<file path="src/sv/sts_pkg.sv">
// Types and constants of the sorted time schedule table.
`default_nettype none

package sts_pkg;

    // Default capacity of the record store
    localparam int STS_MAX_RECORDS = 16;

    // Width of the reported record count
    localparam int STS_CNT_W = 5;

    // Item modes
    localparam logic [1:0] MODE_ADD   = 2'd0;
    localparam logic [1:0] MODE_DEL   = 2'd1;
    localparam logic [1:0] MODE_QUERY = 2'd2;

    // Result status codes
    localparam logic [1:0] ST_OK       = 2'd0;
    localparam logic [1:0] ST_FULL     = 2'd1;
    localparam logic [1:0] ST_NOTFOUND = 2'd2;

    // One input beat
    typedef struct packed {
        logic [1:0]         mode;
        logic [10:0]        time_key;
        logic               new_state;
        logic signed [7:0]  new_temp;
        logic [7:0]         new_humid;
    } t_in_item;

    // One result beat
    typedef struct packed {
        logic [1:0]         status;
        logic               active_state;
        logic signed [7:0]  active_temp;
        logic [7:0]         active_humid;
        logic [STS_CNT_W-1:0] record_count;
    } t_out_item;

    // One stored schedule record
    typedef struct packed {
        logic [10:0]        key;
        logic               state;
        logic signed [7:0]  temp;
        logic [7:0]         humid;
    } t_rec;

    localparam int STS_REC_W = $bits(t_rec);

endpackage

`default_nettype wire

</file>
<file path="src/sv/sts_stream_if.sv">
// Valid/ready stream interface carrying one payload beat.
`default_nettype none

interface sts_stream_if #(
    parameter type T = logic
);
    logic valid;
    logic ready;
    T     data;

    modport source (output valid, output data, input ready);
    modport sink   (input valid, input data, output ready);
endinterface

`default_nettype wire

</file>
<file path="src/sv/sts_ram.sv">
// Generic single-write, single-read RAM with registered read data.
`default_nettype none

module sts_ram #(
    parameter int WIDTH = 8,
    parameter int DEPTH = 16,
    parameter int AW    = (DEPTH > 1) ? $clog2(DEPTH) : 1
) (
    input  wire logic             i_clk,
    input  wire logic             i_rd_en,
    input  wire logic [AW-1:0]    i_rd_addr,
    output logic      [WIDTH-1:0] o_rd_data,
    input  wire logic             i_wr_en,
    input  wire logic [AW-1:0]    i_wr_addr,
    input  wire logic [WIDTH-1:0] i_wr_data
);

    logic [WIDTH-1:0] r_mem [DEPTH];
    logic [WIDTH-1:0] r_rd_data;

    // Write port
    always_ff @(posedge i_clk) begin
        if (i_wr_en) begin
            r_mem[i_wr_addr] <= i_wr_data;
        end
    end

    // Registered read port
    always_ff @(posedge i_clk) begin
        if (i_rd_en) begin
            r_rd_data <= r_mem[i_rd_addr];
        end
    end

    assign o_rd_data = r_rd_data;

endmodule

`default_nettype wire

</file>
<file path="src/sv/sts_seq.sv">
// Sequencer: scans the record store, then for an edit shifts and writes records back.
`default_nettype none

module sts_seq #(
    parameter int MAX_RECORDS = 16,
    parameter int AW          = (MAX_RECORDS > 1) ? $clog2(MAX_RECORDS) : 1
) (
    input  wire logic              i_clk,
    input  wire logic              i_rst_n,
    input  wire logic              i_item_valid,
    output logic                   o_item_ready,
    input  wire sts_pkg::t_in_item i_item,
    output logic                   o_res_valid,
    input  wire logic              i_res_ready,
    output sts_pkg::t_out_item     o_res,
    output logic                   o_rd_en,
    output logic [AW-1:0]          o_rd_addr,
    input  wire sts_pkg::t_rec     i_rd_data,
    output logic                   o_wr_en,
    output logic [AW-1:0]          o_wr_addr,
    output sts_pkg::t_rec          o_wr_data
);
    import sts_pkg::*;

    localparam int CW = $clog2(MAX_RECORDS + 1);

    localparam logic [2:0] S_IDLE  = 3'd0;
    localparam logic [2:0] S_SCAN  = 3'd1;
    localparam logic [2:0] S_MOVE  = 3'd2;
    localparam logic [2:0] S_WRITE = 3'd3;
    localparam logic [2:0] S_DONE  = 3'd4;

    logic [2:0]    r_state;
    logic [2:0]    n_state;
    logic [CW-1:0] r_total;
    logic          r_rd_vld;
    logic          r_mv_vld;

    t_in_item      r_item;
    logic [CW-1:0] r_idx;
    logic [CW-1:0] r_lt_cnt;
    logic          r_eq;
    t_rec          r_cap;
    logic          r_cap_vld;
    t_rec          r_last;
    logic [CW-1:0] r_src;
    logic [CW-1:0] r_left;
    logic          r_up;
    logic [CW-1:0] r_mv_dst;
    logic [1:0]    r_status;

    logic scan_issue;
    logic scan_end;
    logic is_full;
    logic do_insert;
    logic do_remove;
    logic move_end;
    t_rec new_rec;
    t_rec act_rec;

    assign scan_issue = (r_state == S_SCAN) && (r_idx != r_total);
    assign scan_end   = (r_state == S_SCAN) && (r_idx == r_total) && !r_rd_vld;
    assign is_full    = (r_total == CW'(MAX_RECORDS));
    assign do_insert  = scan_end && (r_item.mode == MODE_ADD) && !r_eq && !is_full;
    assign do_remove  = scan_end && (r_item.mode == MODE_DEL) && r_eq;
    assign move_end   = (r_state == S_MOVE) && (r_left == '0) && !r_mv_vld;

    assign new_rec.key   = r_item.time_key;
    assign new_rec.state = r_item.new_state;
    assign new_rec.temp  = r_item.new_temp;
    assign new_rec.humid = r_item.new_humid;

    // Next state
    always_comb begin
        n_state = r_state;
        unique case (r_state)
            S_IDLE: begin
                if (i_item_valid) begin
                    n_state = S_SCAN;
                end
            end
            S_SCAN: begin
                if (scan_end) begin
                    unique case (r_item.mode)
                        MODE_ADD: begin
                            if (r_eq) begin
                                n_state = S_WRITE;
                            end else if (is_full) begin
                                n_state = S_DONE;
                            end else begin
                                n_state = S_MOVE;
                            end
                        end
                        MODE_DEL: begin
                            n_state = r_eq ? S_MOVE : S_DONE;
                        end
                        default: begin
                            n_state = S_DONE;
                        end
                    endcase
                end
            end
            S_MOVE: begin
                if (move_end) begin
                    n_state = r_up ? S_WRITE : S_DONE;
                end
            end
            S_WRITE: begin
                n_state = S_DONE;
            end
            S_DONE: begin
                if (i_res_ready) begin
                    n_state = S_IDLE;
                end
            end
            default: begin
                n_state = S_IDLE;
            end
        endcase
    end

    // Control registers
    always_ff @(posedge i_clk) begin
        if (!i_rst_n) begin
            r_state  <= S_IDLE;
            r_total  <= '0;
            r_rd_vld <= 1'b0;
            r_mv_vld <= 1'b0;
        end else begin
            r_state  <= n_state;
            r_rd_vld <= scan_issue;
            r_mv_vld <= (r_state == S_MOVE) && (r_left != '0);
            if (do_insert) begin
                r_total <= r_total + CW'(1);
            end else if (do_remove) begin
                r_total <= r_total - CW'(1);
            end
        end
    end

    // Datapath registers
    always_ff @(posedge i_clk) begin
        // Latch a new beat and clear the scan results
        if ((r_state == S_IDLE) && i_item_valid) begin
            r_item    <= i_item;
            r_idx     <= '0;
            r_lt_cnt  <= '0;
            r_eq      <= 1'b0;
            r_cap     <= '0;
            r_cap_vld <= 1'b0;
            r_last    <= '0;
            r_status  <= ST_OK;
        end

        // Advance the scan and fold in each returned record
        if (scan_issue) begin
            r_idx <= r_idx + CW'(1);
        end
        if ((r_state == S_SCAN) && r_rd_vld) begin
            r_last <= i_rd_data;
            if (i_rd_data.key < r_item.time_key) begin
                r_lt_cnt <= r_lt_cnt + CW'(1);
            end
            if (i_rd_data.key == r_item.time_key) begin
                r_eq <= 1'b1;
            end
            if (i_rd_data.key <= r_item.time_key) begin
                r_cap     <= i_rd_data;
                r_cap_vld <= 1'b1;
            end
        end

        // Set up the shift or flag the refusal
        if (scan_end) begin
            if (do_insert) begin
                r_src  <= r_total - CW'(1);
                r_left <= r_total - r_lt_cnt;
                r_up   <= 1'b1;
            end else if (do_remove) begin
                r_src  <= r_lt_cnt + CW'(1);
                r_left <= r_total - r_lt_cnt - CW'(1);
                r_up   <= 1'b0;
            end
            if ((r_item.mode == MODE_ADD) && !r_eq && is_full) begin
                r_status <= ST_FULL;
            end
            if ((r_item.mode == MODE_DEL) && !r_eq) begin
                r_status <= ST_NOTFOUND;
            end
        end

        // Step the shift, one record read per cycle
        if ((r_state == S_MOVE) && (r_left != '0)) begin
            r_left   <= r_left - CW'(1);
            r_src    <= r_up ? (r_src - CW'(1)) : (r_src + CW'(1));
            r_mv_dst <= r_up ? (r_src + CW'(1)) : (r_src - CW'(1));
        end
    end

    // Memory port drive
    assign o_rd_en   = scan_issue || ((r_state == S_MOVE) && (r_left != '0));
    assign o_rd_addr = (r_state == S_MOVE) ? r_src[AW-1:0] : r_idx[AW-1:0];
    assign o_wr_en   = ((r_state == S_MOVE) && r_mv_vld) || (r_state == S_WRITE);
    assign o_wr_addr = (r_state == S_MOVE) ? r_mv_dst[AW-1:0] : r_lt_cnt[AW-1:0];
    assign o_wr_data = (r_state == S_MOVE) ? i_rd_data : new_rec;

    // Result beat: wrap to the last record when no key is at or before the query
    assign act_rec = r_cap_vld ? r_cap : r_last;

    always_comb begin
        o_res              = '0;
        o_res.status       = r_status;
        o_res.record_count = STS_CNT_W'(r_total);
        if (r_item.mode == MODE_QUERY) begin
            o_res.active_state = act_rec.state;
            o_res.active_temp  = act_rec.temp;
            o_res.active_humid = act_rec.humid;
        end
    end

    assign o_res_valid  = (r_state == S_DONE);
    assign o_item_ready = (r_state == S_IDLE);

endmodule

`default_nettype wire

</file>
<file path="src/sv/sorted_time_schedule_table.sv">
// Top level of the sorted time schedule table.
//
// Keeps up to MAX_RECORDS schedule records sorted by a minutes-since-midnight
// key. Input beats on i_in carry a mode (add/update, delete, query), a key and
// the record fields for an add. Every input beat gives exactly one result beat
// on o_out: a status, the active record fields for a query and the record
// count after the item.
// One item is handled at a time. The pace is set by the single read port of the
// record memory: the scan reads one record a cycle, and the shift moves one
// record a cycle. The result sits in an output register, so the next beat is
// accepted while a result waits; a stalled receiver holds that result and the
// next item stops in its final state until the register frees.
// Reset clears the record count and the control state; the record memory is
// not cleared, as entries past the count are never read.
`default_nettype none

module sorted_time_schedule_table #(
    parameter int MAX_RECORDS = sts_pkg::STS_MAX_RECORDS
) (
    input  wire logic  i_clk,
    input  wire logic  i_rst_n,
    sts_stream_if.sink   i_in,
    sts_stream_if.source o_out
);
    import sts_pkg::*;

    localparam int AW = (MAX_RECORDS > 1) ? $clog2(MAX_RECORDS) : 1;

    logic                 res_valid;
    logic                 res_ready;
    t_out_item            res;
    logic                 rd_en;
    logic [AW-1:0]        rd_addr;
    logic [STS_REC_W-1:0] rd_raw;
    logic                 wr_en;
    logic [AW-1:0]        wr_addr;
    t_rec                 wr_data;
    logic                 r_out_vld;
    t_out_item            r_out;

    sts_seq #(
        .MAX_RECORDS (MAX_RECORDS),
        .AW          (AW)
    ) u_seq (
        .i_clk        (i_clk),
        .i_rst_n      (i_rst_n),
        .i_item_valid (i_in.valid),
        .o_item_ready (i_in.ready),
        .i_item       (i_in.data),
        .o_res_valid  (res_valid),
        .i_res_ready  (res_ready),
        .o_res        (res),
        .o_rd_en      (rd_en),
        .o_rd_addr    (rd_addr),
        .i_rd_data    (t_rec'(rd_raw)),
        .o_wr_en      (wr_en),
        .o_wr_addr    (wr_addr),
        .o_wr_data    (wr_data)
    );

    sts_ram #(
        .WIDTH (STS_REC_W),
        .DEPTH (MAX_RECORDS),
        .AW    (AW)
    ) u_store (
        .i_clk     (i_clk),
        .i_rd_en   (rd_en),
        .i_rd_addr (rd_addr),
        .o_rd_data (rd_raw),
        .i_wr_en   (wr_en),
        .i_wr_addr (wr_addr),
        .i_wr_data (wr_data)
    );

    // Output register: take a result when empty or being drained
    assign res_ready = !r_out_vld || o_out.ready;

    always_ff @(posedge i_clk) begin
        if (!i_rst_n) begin
            r_out_vld <= 1'b0;
        end else if (res_valid && res_ready) begin
            r_out_vld <= 1'b1;
        end else if (o_out.ready) begin
            r_out_vld <= 1'b0;
        end
    end

    always_ff @(posedge i_clk) begin
        if (res_valid && res_ready) begin
            r_out <= res;
        end
    end

    assign o_out.valid = r_out_vld;
    assign o_out.data  = r_out;

endmodule

`default_nettype wire

</file>
<file path="src/flat_wrapper.sv">
// flat-port wrapper written by rule: the top's interface ports become plain ports
module sorted_time_schedule_table_flat import sts_pkg::*;
#(
    parameter int MAX_RECORDS = sts_pkg::STS_MAX_RECORDS
)
  (i_clk, i_rst_n, i_in_valid, i_in_data, i_in_ready, o_out_valid, o_out_data, o_out_ready);
  sts_stream_if i_in_i ();
  sts_stream_if o_out_i ();
  input  wire logic i_clk;
  input  wire logic i_rst_n;
  input wire logic [$bits(i_in_i.valid)-1:0] i_in_valid;
  input wire logic [$bits(i_in_i.data)-1:0] i_in_data;
  output wire logic [$bits(i_in_i.ready)-1:0] i_in_ready;
  output wire logic [$bits(o_out_i.valid)-1:0] o_out_valid;
  output wire logic [$bits(o_out_i.data)-1:0] o_out_data;
  input wire logic [$bits(o_out_i.ready)-1:0] o_out_ready;
  assign i_in_i.valid = i_in_valid;
  assign i_in_i.data = i_in_data;
  assign i_in_ready = i_in_i.ready;
  assign o_out_valid = o_out_i.valid;
  assign o_out_data = o_out_i.data;
  assign o_out_i.ready = o_out_ready;
  sorted_time_schedule_table #(.MAX_RECORDS(MAX_RECORDS)) u_core (.i_clk(i_clk), .i_rst_n(i_rst_n), .i_in(i_in_i), .o_out(o_out_i));
endmodule
</file>
<file path="config.mk">
export PLATFORM = sky130hd
export DESIGN_NAME = sorted_time_schedule_table_flat
export DESIGN_NICKNAME = d
export VERILOG_FILES = /design/src/sv/sts_pkg.sv /design/src/sv/sts_stream_if.sv /design/src/sv/sts_ram.sv /design/src/sv/sts_seq.sv /design/src/sv/sorted_time_schedule_table.sv /design/src/flat_wrapper.sv
export SDC_FILE = /design/constraint.sdc
export NUM_CORES = 1
export LEC_CHECK = 0
export BUFFER_PORTS_ARGS = -buffer_cell sky130_fd_sc_hd__buf_4
export CORE_ASPECT_RATIO = 0.9
export CORE_UTILIZATION = 30
export CTS_CLUSTER_DIAMETER = 60
export CTS_CLUSTER_SIZE = 30
export DETAILED_ROUTE_END_ITERATION = 12
export GPL_ROUTABILITY_DRIVEN = 0
export HOLD_SLACK_MARGIN = 0.12
export PLACE_DENSITY = 0.43
export SETUP_SLACK_MARGIN = 0.15
export SKIP_LAST_GASP = 1
export SYNTH_ARGS = -nofsm -noshare
export SYNTH_HDL_FRONTEND = slang
export SYNTH_SLANG_ARGS = --single-unit
</file>
<file path="constraint.sdc">
create_clock -name i_clk -period 2.9 [get_ports i_clk]
set_clock_uncertainty 0.05 [all_clocks]
set_input_delay 0.58 -clock i_clk [delete_from_list [all_inputs] [get_ports i_clk]]
set_output_delay 0.58 -clock i_clk [all_outputs]
set_load 0.05 [all_outputs]
</file>
==> summary.txt <==
Placement
  – IO Port Bufs: 6
  – Dpl ws: 199 ps
  – DP Wirelength: 14.7 mm
  – Placed instance count: 1026

Pwr
  – Pwr/cell area: 699 mW/mm^2
  – Cell-internal power: 0.00536 W
  – LEAKAGE: 3.52 nW
  – Peak VDD IR: 377 uV
  – Net Sw Frac: 27.8%
  – Sw Pwr: 0.00207 W
  – Share of total power in the clock network: 33.7%
  – Comb pwr share: 17.5%
  – Reg power frac: 48.8%

Logic synthesis
  – FF+latch count, synth: 218
  – Synth unique cells: 48
  – Top cell type's share of synthesized area: 66.7%
  – Gate Count Post-Synth: 611
  – Yosys warns: 0
  – Top-count cell post-synth: edfxtp_1
  – Mapped Nets: 623
  – Mean area per synthesized cell: 15.2 um^2
  – Async SR Flop Fraction: 0%
  – Area of the mapped netlist: 0.00928 mm^2
  – Synth cell count leaders: edfxtp_1 (206), mux2i_1 (64), nand2_1 (48), nor2_1 (44), o22ai_1 (33)
  – Synth area leader: edfxtp_1
  – Ys flop type: edfxtp_1
  – Ranking of synthesized cells by area: edfxtp_1 (67%), mux2i_1 (6.9%), mux4_2 (4.9%)
  – Post-synth EDFFs: 206
  – Seq/Total Area, Yosys: 69.3%

Floorplan
  – Die width: 187 um
  – Chip height: 169 um
  – Die area: 0.0316 mm^2
  – Initial Util: 30.7%
  – Ports: 8
  – Core area: 0.0302 mm^2
  – Num rows: 60

Timing
  – Max_slew headroom: 49.0%
  – Setup TNS: 0 ps
  – Worst-Margin Slew: 763 ps
  – Fin crit share: 90.3%
  – Final WS setup: 281 ps
  – Final setup vio count: 0
  – Setup repair after global routing missed its margin: false
  – Fin. max-slew vios: 0
  – Achievable Freq: 382 MHz
  – Post-route minimum period: 2620 ps
  – Final Hold Vio Count: 0

Worst setup path
  – CP Capture Type: flop
  – Startpoint type of the worst setup path: flop
  – Maximum fanout along the worst path: 25
  – Worst path required time: 3100 ps
  – Crit path DAT: 2820 ps
  – CP Class: flop to flop

Drt
  – Initial DRC count: 310
  – Detail Route Antenna Nets: 0
  – Vias/cell: 4.82
  – Routed WL per cell: 20.6 um
  – DRC: 0
  – Drt first pass iters: 4
  – Vias: 5117
  – DRT Wirelength: 21.9 mm

Final layout
  – # fillers: 2931
  – Final Net Count: 658
  – Share of layout cells above drive strength 1: 16.1%
  – Area grow syn2layout: 14.6%
  – Layout Cells excl Fill: 1061

CTS
  – CTS sink count: 218
  – CTS tree: built
  – CTS root buf: clkbuf_16
  – Clock Path Buffers: 3
  – H-tree lvl count: 1
  – Hold_buf cts: 0
  – Clock-pin slew on the worst setup and hold paths: 80 ps
  – Worst-Skew Late Latency: 510 ps
  – Total CTS buffers: 19

Global routing
  – Grt ovf: 0
  – Largest net degree at the start of global routing: 26
  – Vias in the first global route: 5306
  – Initial antenna violation count: 3
  – First-pass GRT wire length: 33.3 mm
  – Tot GR Track Use: 14.2%

Min path
  – Hold Path Class: input port to flop

Run
  – Max-cap violations: 0

Run status
  – Status: completed
[state kept, by name, summed over array words and instances, names as in the netlist]
| register | cells |
|---|---|
| u_core.u_seq.r_idx | 5 |
| u_core.o_out.valid | 1 |
| u_core.u_seq.r_total | 5 |
| u_core.u_store.r_mem | 176 |
| u_core.u_seq.r_state | 3 |
| u_core.u_seq.r_rd_vld | 1 |
| u_core.u_seq.r_mv_dst | 4 |
| u_core.o_out.data | 1 |
| u_core.u_seq.r_mv_vld | 1 |
| u_core.u_seq.r_left | 5 |
| u_core.u_seq.r_eq | 1 |
| u_core.u_seq.r_src | 4 |
| u_core.u_store.o_rd_data | 11 |
[layout make-up]
type	instances	area, um^2	area share, %
Clock inverter	12	125	1.18
Timing Repair Buffer	47	403	3.79
Antenna cell	1	2.50	0.0235
Multi-Input combinational cell	346	2640	24.8
Sequential cell	218	6430	60.5
Inverter	14	52.6	0.494
Tap cell	403	504	4.74
Clock buffer	20	479	4.51
[path summary, 6_finish.rpt]
check	depth (start not counted)	slack (ps)	endpoint	startpoint
setup reg to reg	8	280	u_core.u_store.o_rd_data[21]	u_core.u_seq.r_state[1]
hold / removal	3	330	u_core.u_seq.r_total[3]	i_rst_n
hold reg to reg	2	450	u_core.u_seq.r_eq	u_core.u_seq.r_eq
setup / recovery	8	280	u_core.u_store.o_rd_data[21]	u_core.u_seq.r_state[1]
[cells by family (layout without fill, tap and decap cells)]
group | count (synthesis) | after routing | synth area share, %
compound gates | 73 | 73 | 4.77
xor+xnor | 17 | 17 | 1.60
fa+ha+maj | 7 | 7 | 0.944
buf+inv | 47 | 93 | 2.51
flops | 218 | 218 | 69.3
mux | 87 | 87 | 12.1
other cells | 0 | 1 | 0
simple gates | 162 | 162 | 8.78
[repair_timing]
item | in CTS | in global routing
gates resized for setup | 0 | 1
endpoints found under the setup margin | 0 | 8
setup buffers | 0 | 2
[layer usage]
metal  vias to the layer above  wire, um  global-route usage [%]
met2                        64      9820                    22.3
li1                       2405         -                       -
met3                        28       760                    2.14
met1                      2620     10800                    20.6
met5                         -         0                       0
met4                         0       459                    3.15
[power groups by stage]
| stage | logic, W | registers (W) | clock network [W] |
|---|---|---|---|
| floorplan | 0.000927 | 0.00366 | 0 |
| global placement | 0.00130 | 0.00369 | 0 |
| detailed placement | 0.00130 | 0.00370 | 0 |
| CTS | 0.00130 | 0.00363 | 0.00258 |
| global route | 0.00142 | 0.00364 | 0.00270 |
| finish | 0.00130 | 0.00363 | 0.00250 |
[placed cells by master, fill, tap and decap left out, types with 13 or more instances in the layout]
master | Yosys | final
inv_1 | 13 | 13
o22ai_1 | 33 | 33
a21oi_1 | 24 | 24
mux4_2 | 20 | 20
clkbuf_16 | 0 | 19
buf_4 | 2 | 43
nand2_1 | 48 | 47
nor2_1 | 44 | 44
edfxtp_1 | 206 | 206
mux2i_1 | 64 | 64
[per-stage QoR]
stage	area [um^2]	power, W	utilization [%]	hold WS, ps
finish	10600	0.00743	35.2	333
global placement	9990	0.00499	33.1	433
detailed placement	9990	0.00500	33.1	430
floorplan	9280	0.00458	-	385
global route	10600	0.00775	35.2	338
CTS	10600	0.00750	35.1	319
[critical path, stage by stage (launching register included)]
cell      delay (ps)
dfxtp_1          410
or3b_1           440
a21boi_4         230
buf_12           140
buf_12           190
nand2b_1         130
buf_4            190
o22ai_1          160
or4_1            420
(Power assumes the default switching activity.)
